$ cat src/rtl/mfd_pkg.sv
// shared types, constants and reset values for the motor feedback decoder
package mfd_pkg;

  localparam int SLOT_COUNT   = 7;
  localparam int REG_COUNT    = 7;
  localparam int TRACKED_SLOT = 2;
  localparam int ID_W         = 11;
  localparam int IDX_W        = 3;
  localparam int ANGLE_W      = 16;
  localparam int TURN_W       = 32;
  localparam int TURN_SHIFT   = 13;
  localparam int ID_BASE      = 513;

  localparam logic signed [ANGLE_W-1:0] WRAP_LIMIT = 16'sd5000;

  typedef struct packed {
    logic [ID_W-1:0] frame_id;
    logic [7:0]      byte0;
    logic [7:0]      byte1;
    logic [7:0]      byte2;
    logic [7:0]      byte3;
    logic [7:0]      byte4;
    logic [7:0]      byte5;
    logic [7:0]      byte6;
  } frame_t;

  typedef struct packed {
    logic                      matched;
    logic [IDX_W-1:0]          slot;
    logic [ANGLE_W-1:0]        angle;
    logic signed [15:0]        speed;
    logic signed [15:0]        current;
    logic [7:0]                temperature;
    logic signed [TURN_W-1:0]  turns;
    logic signed [TURN_W-1:0]  travel;
  } result_t;

  typedef struct packed {
    logic             hit;
    logic [IDX_W-1:0] slot;
  } match_t;

  typedef struct packed {
    logic signed [TURN_W-1:0] turns;
    logic signed [TURN_W-1:0] travel;
  } turn_t;

  function automatic logic [ID_W-1:0] id_reset(input int idx);
    id_reset = ID_W'(ID_BASE + idx);
  endfunction

endpackage

$ cat src/rtl/mfd_frame_if.sv
// valid/ready channel carrying one received feedback frame
interface mfd_frame_if;
  logic            valid;
  logic            ready;
  mfd_pkg::frame_t data;

  modport source (output valid, output data, input ready);
  modport sink (input valid, input data, output ready);
endinterface

$ cat src/rtl/mfd_result_if.sv
// valid/ready channel carrying one decoded result
interface mfd_result_if;
  logic             valid;
  logic             ready;
  mfd_pkg::result_t data;

  modport source (output valid, output data, input ready);
  modport sink (input valid, input data, output ready);
endinterface

$ cat src/rtl/mfd_match.sv
// identifier match against the slot registers, lowest slot wins
module mfd_match (
  input  logic [mfd_pkg::ID_W-1:0] ids [mfd_pkg::REG_COUNT],
  input  logic [mfd_pkg::ID_W-1:0] frame_id,
  output mfd_pkg::match_t          match
);

  always_comb begin
    match.hit  = 1'b0;
    match.slot = '0;
    for (int i = mfd_pkg::SLOT_COUNT - 1; i >= 0; i--) begin
      if (ids[i] == frame_id) begin
        match.hit  = 1'b1;
        match.slot = mfd_pkg::IDX_W'(i);
      end
    end
  end

endmodule

$ cat src/rtl/mfd_turn.sv
// turn counter, rearm flag and travel register for the tracked slot
module mfd_turn (
  input  logic                         clk,
  input  logic                         rst_n,
  input  logic                         step,
  input  logic [mfd_pkg::ANGLE_W-1:0]  angle,
  output mfd_pkg::turn_t               turn
);

  logic [mfd_pkg::ANGLE_W-1:0]        prev_r, prev_nxt;
  logic signed [mfd_pkg::TURN_W-1:0]  turns_r, turns_nxt;
  logic signed [mfd_pkg::TURN_W-1:0]  travel_r, travel_nxt;
  logic                               rearm_r, rearm_nxt;
  logic signed [mfd_pkg::ANGLE_W-1:0] delta;
  logic signed [mfd_pkg::TURN_W-1:0]  travel_calc;
  logic                               in_band;

  assign delta   = angle - prev_r;
  assign in_band = (delta >= -mfd_pkg::WRAP_LIMIT) && (delta <= mfd_pkg::WRAP_LIMIT);

  always_comb begin
    turns_nxt = turns_r;
    rearm_nxt = rearm_r;
    if (step) begin
      if (delta < -mfd_pkg::WRAP_LIMIT && rearm_r) begin
        turns_nxt = turns_r + 1;
        rearm_nxt = 1'b0;
      end else if (delta > mfd_pkg::WRAP_LIMIT && rearm_r) begin
        turns_nxt = turns_r - 1;
        rearm_nxt = 1'b0;
      end else if (in_band) begin
        rearm_nxt = 1'b1;
      end
    end
  end

  // angle + (2^13 - 1) * turns
  assign travel_calc = $signed(mfd_pkg::TURN_W'(angle))
                     + (turns_nxt <<< mfd_pkg::TURN_SHIFT) - turns_nxt;
  assign travel_nxt  = step ? travel_calc : travel_r;
  assign prev_nxt    = step ? angle : prev_r;

  always_ff @(posedge clk) begin
    if (!rst_n) begin
      prev_r   <= '0;
      turns_r  <= '0;
      travel_r <= '0;
      rearm_r  <= 1'b0;
    end else begin
      prev_r   <= prev_nxt;
      turns_r  <= turns_nxt;
      travel_r <= travel_nxt;
      rearm_r  <= rearm_nxt;
    end
  end

  assign turn.turns  = turns_nxt;
  assign turn.travel = travel_nxt;

  a_travel_consistent: assert property (@(posedge clk) disable iff (!rst_n)
    travel_r == $signed(mfd_pkg::TURN_W'(prev_r)) + (turns_r <<< mfd_pkg::TURN_SHIFT) - turns_r)
    else $error("travel out of step with angle and turns");

  a_count_clears_rearm: assert property (@(posedge clk) disable iff (!rst_n)
    step && rearm_r && !in_band |=> !rearm_r)
    else $error("rearm not cleared after a counted turn");

  a_idle_holds_turns: assert property (@(posedge clk) disable iff (!rst_n)
    !step |=> $stable(turns_r) && $stable(prev_r))
    else $error("turn state moved without a tracked frame");

endmodule

$ cat src/rtl/motor_feedback_decoder_turn_unwrap.sv
// top level: slot registers, input and result registers, turn unwrap
//
//   channel     dir  handshake      payload
//   in_frame    in   valid/ready    frame_id, byte0..byte6
//   out_result  out  valid/ready    matched, slot, angle, speed, current,
//                                   temperature, turns, travel
//   cfg_*       in   cfg_we         cfg_index, cfg_data (no read-back)
//
// one beat per cycle sustained while out_result is ready
// the match and turn update sit between the input register and the result register
// synchronous active-low reset clears valids, turn state and loads slot ids 513..519
// when out_result stalls the result holds and one more frame waits in the input register
module motor_feedback_decoder_turn_unwrap (
  input  logic                        clk,
  input  logic                        rst_n,
  input  logic                        cfg_we,
  input  logic [mfd_pkg::IDX_W-1:0]   cfg_index,
  input  logic [mfd_pkg::ID_W-1:0]    cfg_data,
  mfd_frame_if.sink                   in_frame,
  mfd_result_if.source                out_result
);

  logic [mfd_pkg::ID_W-1:0] id_r [mfd_pkg::REG_COUNT];
  logic                     s0_valid_r;
  mfd_pkg::frame_t          s0_frame_r;
  logic                     out_valid_r;
  mfd_pkg::result_t         out_data_r, out_data_nxt;
  logic                     advance;
  logic                     step;
  mfd_pkg::match_t          match;
  mfd_pkg::turn_t           turn;
  logic [mfd_pkg::ANGLE_W-1:0] new_angle;

  always_ff @(posedge clk) begin
    if (!rst_n) begin
      for (int i = 0; i < mfd_pkg::REG_COUNT; i++) begin
        id_r[i] <= mfd_pkg::id_reset(i);
      end
    end else if (cfg_we && cfg_index < mfd_pkg::IDX_W'(mfd_pkg::REG_COUNT)) begin
      id_r[cfg_index] <= cfg_data;
    end
  end

  assign advance        = s0_valid_r && (!out_valid_r || out_result.ready);
  assign in_frame.ready = !s0_valid_r || advance;

  always_ff @(posedge clk) begin
    if (!rst_n) begin
      s0_valid_r  <= 1'b0;
      out_valid_r <= 1'b0;
    end else begin
      if (in_frame.ready) begin
        s0_valid_r <= in_frame.valid;
      end
      if (advance) begin
        out_valid_r <= 1'b1;
      end else if (out_result.ready) begin
        out_valid_r <= 1'b0;
      end
    end
  end

  always_ff @(posedge clk) begin
    if (in_frame.ready && in_frame.valid) begin
      s0_frame_r <= in_frame.data;
    end
    if (advance) begin
      out_data_r <= out_data_nxt;
    end
  end

  mfd_match u_match (
    .ids      (id_r),
    .frame_id (s0_frame_r.frame_id),
    .match    (match)
  );

  assign new_angle = {s0_frame_r.byte0, s0_frame_r.byte1};
  assign step = advance && match.hit
             && match.slot == mfd_pkg::IDX_W'(mfd_pkg::TRACKED_SLOT);

  mfd_turn u_turn (
    .clk   (clk),
    .rst_n (rst_n),
    .step  (step),
    .angle (new_angle),
    .turn  (turn)
  );

  always_comb begin
    out_data_nxt = '0;
    if (match.hit) begin
      out_data_nxt.matched     = 1'b1;
      out_data_nxt.slot        = match.slot;
      out_data_nxt.angle       = new_angle;
      out_data_nxt.speed       = {s0_frame_r.byte2, s0_frame_r.byte3};
      out_data_nxt.current     = {s0_frame_r.byte4, s0_frame_r.byte5};
      out_data_nxt.temperature = s0_frame_r.byte6;
    end
    out_data_nxt.turns  = turn.turns;
    out_data_nxt.travel = turn.travel;
  end

  assign out_result.valid = out_valid_r;
  assign out_result.data  = out_data_r;

  a_miss_clears_fields: assert property (@(posedge clk) disable iff (!rst_n)
    out_valid_r && !out_data_r.matched |->
      out_data_r.slot == '0 && out_data_r.angle == '0 && out_data_r.temperature == '0)
    else $error("unmatched beat carries slot data");

  a_slot_in_range: assert property (@(posedge clk) disable iff (!rst_n)
    out_valid_r && out_data_r.matched |->
      out_data_r.slot < mfd_pkg::IDX_W'(mfd_pkg::SLOT_COUNT))
    else $error("matched slot beyond slot count");

  a_advance_fills_output: assert property (@(posedge clk) disable iff (!rst_n)
    advance |=> out_valid_r)
    else $error("advanced beat lost before the result register");

endmodule
$ cat src/flat_wrapper.sv
// flat-port wrapper written by rule: the top's interface ports become plain ports
module motor_feedback_decoder_turn_unwrap_flat 
  (clk, rst_n, cfg_we, cfg_index, cfg_data, in_frame_valid, in_frame_data, in_frame_ready, out_result_valid, out_result_data, out_result_ready);
  mfd_frame_if in_frame_i ();
  mfd_result_if out_result_i ();
  input  logic clk;
  input  logic rst_n;
  input  logic cfg_we;
  input  logic [mfd_pkg::IDX_W-1:0] cfg_index;
  input  logic [mfd_pkg::ID_W-1:0] cfg_data;
  input wire logic [$bits(in_frame_i.valid)-1:0] in_frame_valid;
  input wire logic [$bits(in_frame_i.data)-1:0] in_frame_data;
  output wire logic [$bits(in_frame_i.ready)-1:0] in_frame_ready;
  output wire logic [$bits(out_result_i.valid)-1:0] out_result_valid;
  output wire logic [$bits(out_result_i.data)-1:0] out_result_data;
  input wire logic [$bits(out_result_i.ready)-1:0] out_result_ready;
  assign in_frame_i.valid = in_frame_valid;
  assign in_frame_i.data = in_frame_data;
  assign in_frame_ready = in_frame_i.ready;
  assign out_result_valid = out_result_i.valid;
  assign out_result_data = out_result_i.data;
  assign out_result_i.ready = out_result_ready;
  motor_feedback_decoder_turn_unwrap u_core (.clk(clk), .rst_n(rst_n), .cfg_we(cfg_we), .cfg_index(cfg_index), .cfg_data(cfg_data), .in_frame(in_frame_i), .out_result(out_result_i));
endmodule
$ cat config.mk
export PLATFORM = sky130hd
export DESIGN_NAME = motor_feedback_decoder_turn_unwrap_flat
export DESIGN_NICKNAME = d
export VERILOG_FILES = /design/src/rtl/mfd_pkg.sv /design/src/rtl/mfd_frame_if.sv /design/src/rtl/mfd_result_if.sv /design/src/rtl/mfd_match.sv /design/src/rtl/mfd_turn.sv /design/src/rtl/motor_feedback_decoder_turn_unwrap.sv /design/src/flat_wrapper.sv
export SDC_FILE = /design/constraint.sdc
export NUM_CORES = 1
export LEC_CHECK = 0
export BUFFER_PORTS_ARGS = -buffer_cell sky130_fd_sc_hd__buf_2
export CAP_MARGIN = 15
export CORE_MARGIN = 5
export CORE_UTILIZATION = 45
export CTS_CLUSTER_DIAMETER = 80
export DETAILED_ROUTE_END_ITERATION = 8
export MAX_ROUTING_LAYER = met4
export SETUP_SLACK_MARGIN = 0.15
export SKIP_LAST_GASP = 1
export SLEW_MARGIN = 0
export SYNTH_ARGS = -nofsm -noshare
export SYNTH_HDL_FRONTEND = slang
export SYNTH_SLANG_ARGS = --single-unit
$ cat constraint.sdc
create_clock -name clk -period 7.1 [get_ports clk]
set_clock_uncertainty 0.15 [all_clocks]
set_input_delay 0.355 -clock clk [delete_from_list [all_inputs] [get_ports clk]]
set_output_delay 0.355 -clock clk [all_outputs]
set_load 0.02 [all_outputs]
==> results by stage <==
Run status:
- The flow ran to the end, and the final reports show no timing, DRC or antenna violations.

Detailed routing:
- The total via count in the routed design is 13.4k.
- After detailed routing, the met2 layer carries 22.1 mm of wire.
- The final routed DRC violation total is 0.
- Dividing the detail-routed via count by the number of cells gives 5.22.
- For this block, wires on met1 add up to 20.3 mm.
- The average routed wire per standard cell is 18.0 um.
- Routed signal wires occupy layers up through met4.
- Before antenna repair, the detailed router went through 8 iterations.
- After detailed routing, the total wire length is 46.1 mm.
- The total met3 wirelength after detailed routing is 1.98 mm.
- The remaining number of nets flagged by the antenna check after routing is 0.
- In this run, the number of DRC markers left after iteration 0 of detailed routing was 731.

Setup path:
- The worst path required time is 7.25 ns.
- The worst register-to-register path has a setup slack of 0.36 ns.
- The kind of cell adding the most delay to the critical path is compound AO/OA/AOI/OAI gates.
- The setup path with the least slack is of type reg -> reg.
- The biggest cell delay along the critical path is 0.39 ns.
- At the worst endpoint, the arrival time is 6.90 ns.
- Of all nets on the critical path, the largest fanout is 7.
- The count of buffer and inverter cells on the critical path is 5.
- The nature of the critical path endpoint is a flip-flop.
- The startpoint class of the critical path is a flip-flop.
- On the critical path, the stage with the largest delay is an instance of fa_2.

Global route:
- The maximum number of pins on one net before global-route repair is 74.
- The number of global-route vias before repair came to 13.2k.
- The combined global-route utilization of all metal layers is 22.1%.
- The global route total overflow is 0.
- The global-route wire length before repair is 71.4 mm.
- The initial antenna violation count is 0.

Clock tree:
- The clock-pin slew on the worst setup and hold paths is 0.06 ns.
- The total clock sinks is 351.
- For the worst-skew pair, the clock arrives at the later sink with an insertion delay of 0.57 ns.
- The clock tree root driver cell is clkbuf_16.
- The H-tree was split into 2 levels.
- TritonCTS built the clock tree.
- The number of clock buffers added by TritonCTS is 39.
- Counting along the longest clock path gives a buffer depth of 3.

Synth:
- After synthesis, the cell types taking the most area are edfxtp_1, dfxtp_1, nand2_1.
- After synthesis, the largest area contributor takes up 33.6% of total cell area.
- Summing the areas of all xor and xnor instances in the mapped netlist gives 7.12% of the synthesized area.
- The most common flop cell mapped by yosys is edfxtp_1.
- Counting distinct cell types in the post-synthesis netlist gives 76.
- The area fraction in and, or, nand and nor cells after synthesis is 19.2%.
- The fraction of the yosys area taken by sequential cells is 52.4%.
- The Yosys warning count is 0.
- The post-synthesis share of cell area spent on full adders, half adders and majority gates is 6.09%.
- The synthesized design contains 191 enable-type register cells.
- For this run, asynchronously set or reset flops after synthesis account for 0%.
- The synthesized design spends more area on one cell type than any other, namely edfxtp_1.
- A synthesized cell averages 10.0 sq um.
- After synthesis, the largest family of logic cells by area is simple AND/OR/NAND/NOR gates.
- Multiplexer cells account for 0.925% of the synthesized area.
- The post-synthesis instance total is 1699.
- Summing every instance area after synthesis gives 0.0171 sq mm.
- The synthesized net count is 1865.
- The synthesized design contains 351 register bits.
- The synthesized netlist devotes 10.7% of its cell area to compound gates.

Timing:
- Setup violations remaining at the end of the flow were counted as 0.
- The count of final max-slew check failures is 0.
- The worst-case headroom to the max-slew limit is 24.9%.
- The final critical path takes up 95.0% of the cycle.
- The worst hold slack is 0.0632 ns.
- The clock period could shrink to 6.74 ns.
- The aggregate negative setup slack is 0 ns.
- The pin slew with the least headroom to its limit is 1.12 ns.
- The final number of hold-violating endpoints was 0.
- Setup repair after global routing could not meet its margin everywhere.
- Derived from the worst setup path, the maximum achievable clock frequency is 0.148 GHz.

Placed design:
- The number of buffers inserted by port buffering is 211.
- In this run the cell area measured after placement is 0.0188 sq mm.
- The HPWL after detailed placement is 31.5 mm.
- The last weighted congestion value of the routability-driven placer is 0.931.

Floorplan:
- 212 I/O pins were placed.
- The floorplan step defined a die boundary enclosing 0.0419 sq mm.
- The die width is 205 um.
- In this run the vertical extent of the chip is 205 um.
- The placeable core region is 0.0376 sq mm.
- The initial utilization of the core area, before any placement, comes to 45.4%.
- Row generation in the floorplan step produced 71 rows.

Power and ir drop:
- The relative contribution of sequential cells to total power is 46.9%.
- IR analysis of the VDD net gives a maximum drop of 0.204 mV.
- The net switching component of the power is 1.12 mW.
- The part of the total power dissipated in combinational logic is 9.1%.
- The power share of the clock group is 44.0%.
- Internal power comes to 3.64 mW.
- The power density normalized to cell area is 222 mW/mm^2.
- In this run switching power makes up 23.6% of total power.
- Summed over all cells, the static leakage comes to 8.86 nW.

Layout:
- The final net count is 2190.
- The post-route standard cell area excluding fillers is 0.0214 sq mm.
- The area growth from synthesis to layout is 25.7%.
- The post-route netlist has 20.2% of its cells at a drive strength greater than 1.

Run:
- Max-cap violations in this run came to 0.

Worst hold path:
- The min-delay analysis places its worst path in the category in -> reg.
## Yosys cell counts (6+ instances only)
library cell and n:
a211oi_1 6, a21o_1 21, a21oi_1 127, a31oi_1 12
and2_1 97, and3_1 15, buf_2 11, clkbuf_1 66
dfxtp_1 160, edfxtp_1 191, ha_1 75, inv_1 75
mux2i_1 9, nand2_1 264, nand2b_1 10, nand3_1 65
nand4_1 18, nor2_1 93, nor2b_1 14, nor3_1 23
nor4_1 15, o211ai_1 7, o21a_1 10, o21ai_0 50
o21bai_1 12, or3_1 14, xnor2_1 78, xor2_1 58
## path summary, 6_finish.rpt
| kind | cells after the start | from | endpoint |
|---|---|---|---|
| max | 30 | u_core.new_angle[0]$_DFFE_PP_ | u_core.out_result.data[29]$_DFFE_PP_ |
| max reg2reg | 30 | u_core.new_angle[0]$_DFFE_PP_ | u_core.out_result.data[29]$_DFFE_PP_ |
| min | 4 | cfg_index[1] | u_core.id_r[67]$_SDFFE_PN0P_ |
| min reg2reg | 2 | u_core.u_turn.prev_r[2]$_SDFFE_PN0P_ | u_core.u_turn.prev_r[2]$_SDFFE_PN0P_ |
## registers in the layout, summed over array words and instances, names as in the netlist
| name | cells |
|---|---|
| u_core.out_result.data | 124 |
| u_core.u_turn.travel_r | 32 |
| u_core.s0_frame_r | 51 |
| u_core.id_r | 77 |
| u_core.out_result.valid | 1 |
| u_core.s0_valid_r | 1 |
| u_core.u_turn.prev_r | 16 |
| u_core.u_turn.turns_r | 32 |
| u_core.new_angle | 16 |
| u_core.u_turn.rearm_r | 1 |
## cell usage in the layout, fill, tap and decap left out, types with 68 or more instances in the layout
master,synthesis,final
buf_4,0,68
nor2_1,93,93
edfxtp_1,191,191
dlygate4sd3_1,0,81
buf_2,11,212
and2_1,97,95
xnor2_1,78,69
dfxtp_1,160,160
inv_1,75,70
a21oi_1,127,122
nand2_1,264,264
## cell families after synthesis
| family | count (synthesis) |
|---|---|
| and+or+nand+nor | 669 |
| DFF | 351 |
| AOI/OAI and AO/OA | 291 |
| buffers and inverters | 156 |
| xor gates and xnor gates | 137 |
| adders and majority gates | 80 |
| muxes | 15 |
## area by class of cell
class | instances | area (sq um)
Antenna cell | 1 | 2.50
Clock buffer | 56 | 1120
Clock inverter | 16 | 225
Fill cell | 3326 | 16100
Inverter | 75 | 288
Multi-Input combinational cell | 1193 | 7800
Sequential cell | 351 | 8940
Tap cell | 511 | 639
Timing Repair Buffer | 364 | 2420
## per-stage QoR
stage / utilization, % / total power, mW / cells / worst slack, ns
after global placement: 50.1 / 2.64 / 2392 / 0.161
after floorplan: - / 2.51 / 1699 / 0.725
after detailed placement: 50.1 / 2.65 / 2392 / 0.0236
after CTS: 56.0 / 4.80 / 2547 / 0.224
after global routing: 57.0 / 4.95 / 2566 / 0.0650
final: 57.0 / 4.77 / 2567 / 0.356
## what timing repair did
action / CTS / global route
hold buffers: 81 / 0
buffers inserted: 2 / 17
resized for setup: 4 / 60
endpoints found under the hold margin: 127 / 0
endpoints found under the setup margin: 11 / 24
pin swaps: 2 / 26
gates cloned: 0 / 1
## metal layers
layer / global-route usage [%] / vias up
met5: - / -
met4: 8.23 / 0
met3: 3.15 / 108
met2: 35.9 / 348
met1: 28.4 / 6354
li1: - / 6586
## power groups by stage
stage / clock (mW) / sequential, mW / combinational, mW
after floorplan: 0 / 2.29 / 0.218
after global placement: 0 / 2.28 / 0.367
after detailed placement: 0 / 2.28 / 0.370
after CTS: 2.15 / 2.23 / 0.412
after global routing: 2.24 / 2.24 / 0.474
final: 2.10 / 2.23 / 0.434
## worst reg2reg max path: cells and delay by family, from the launching register on
family	cells	cell delay (ns)
fa+ha+maj	4	1.12
simple gates	4	0.70
xor+xnor	2	0.46
flops	1	0.38
compound gates	15	2.95
buf+inv	5	0.75
Power figures use the tool's default switching activity.
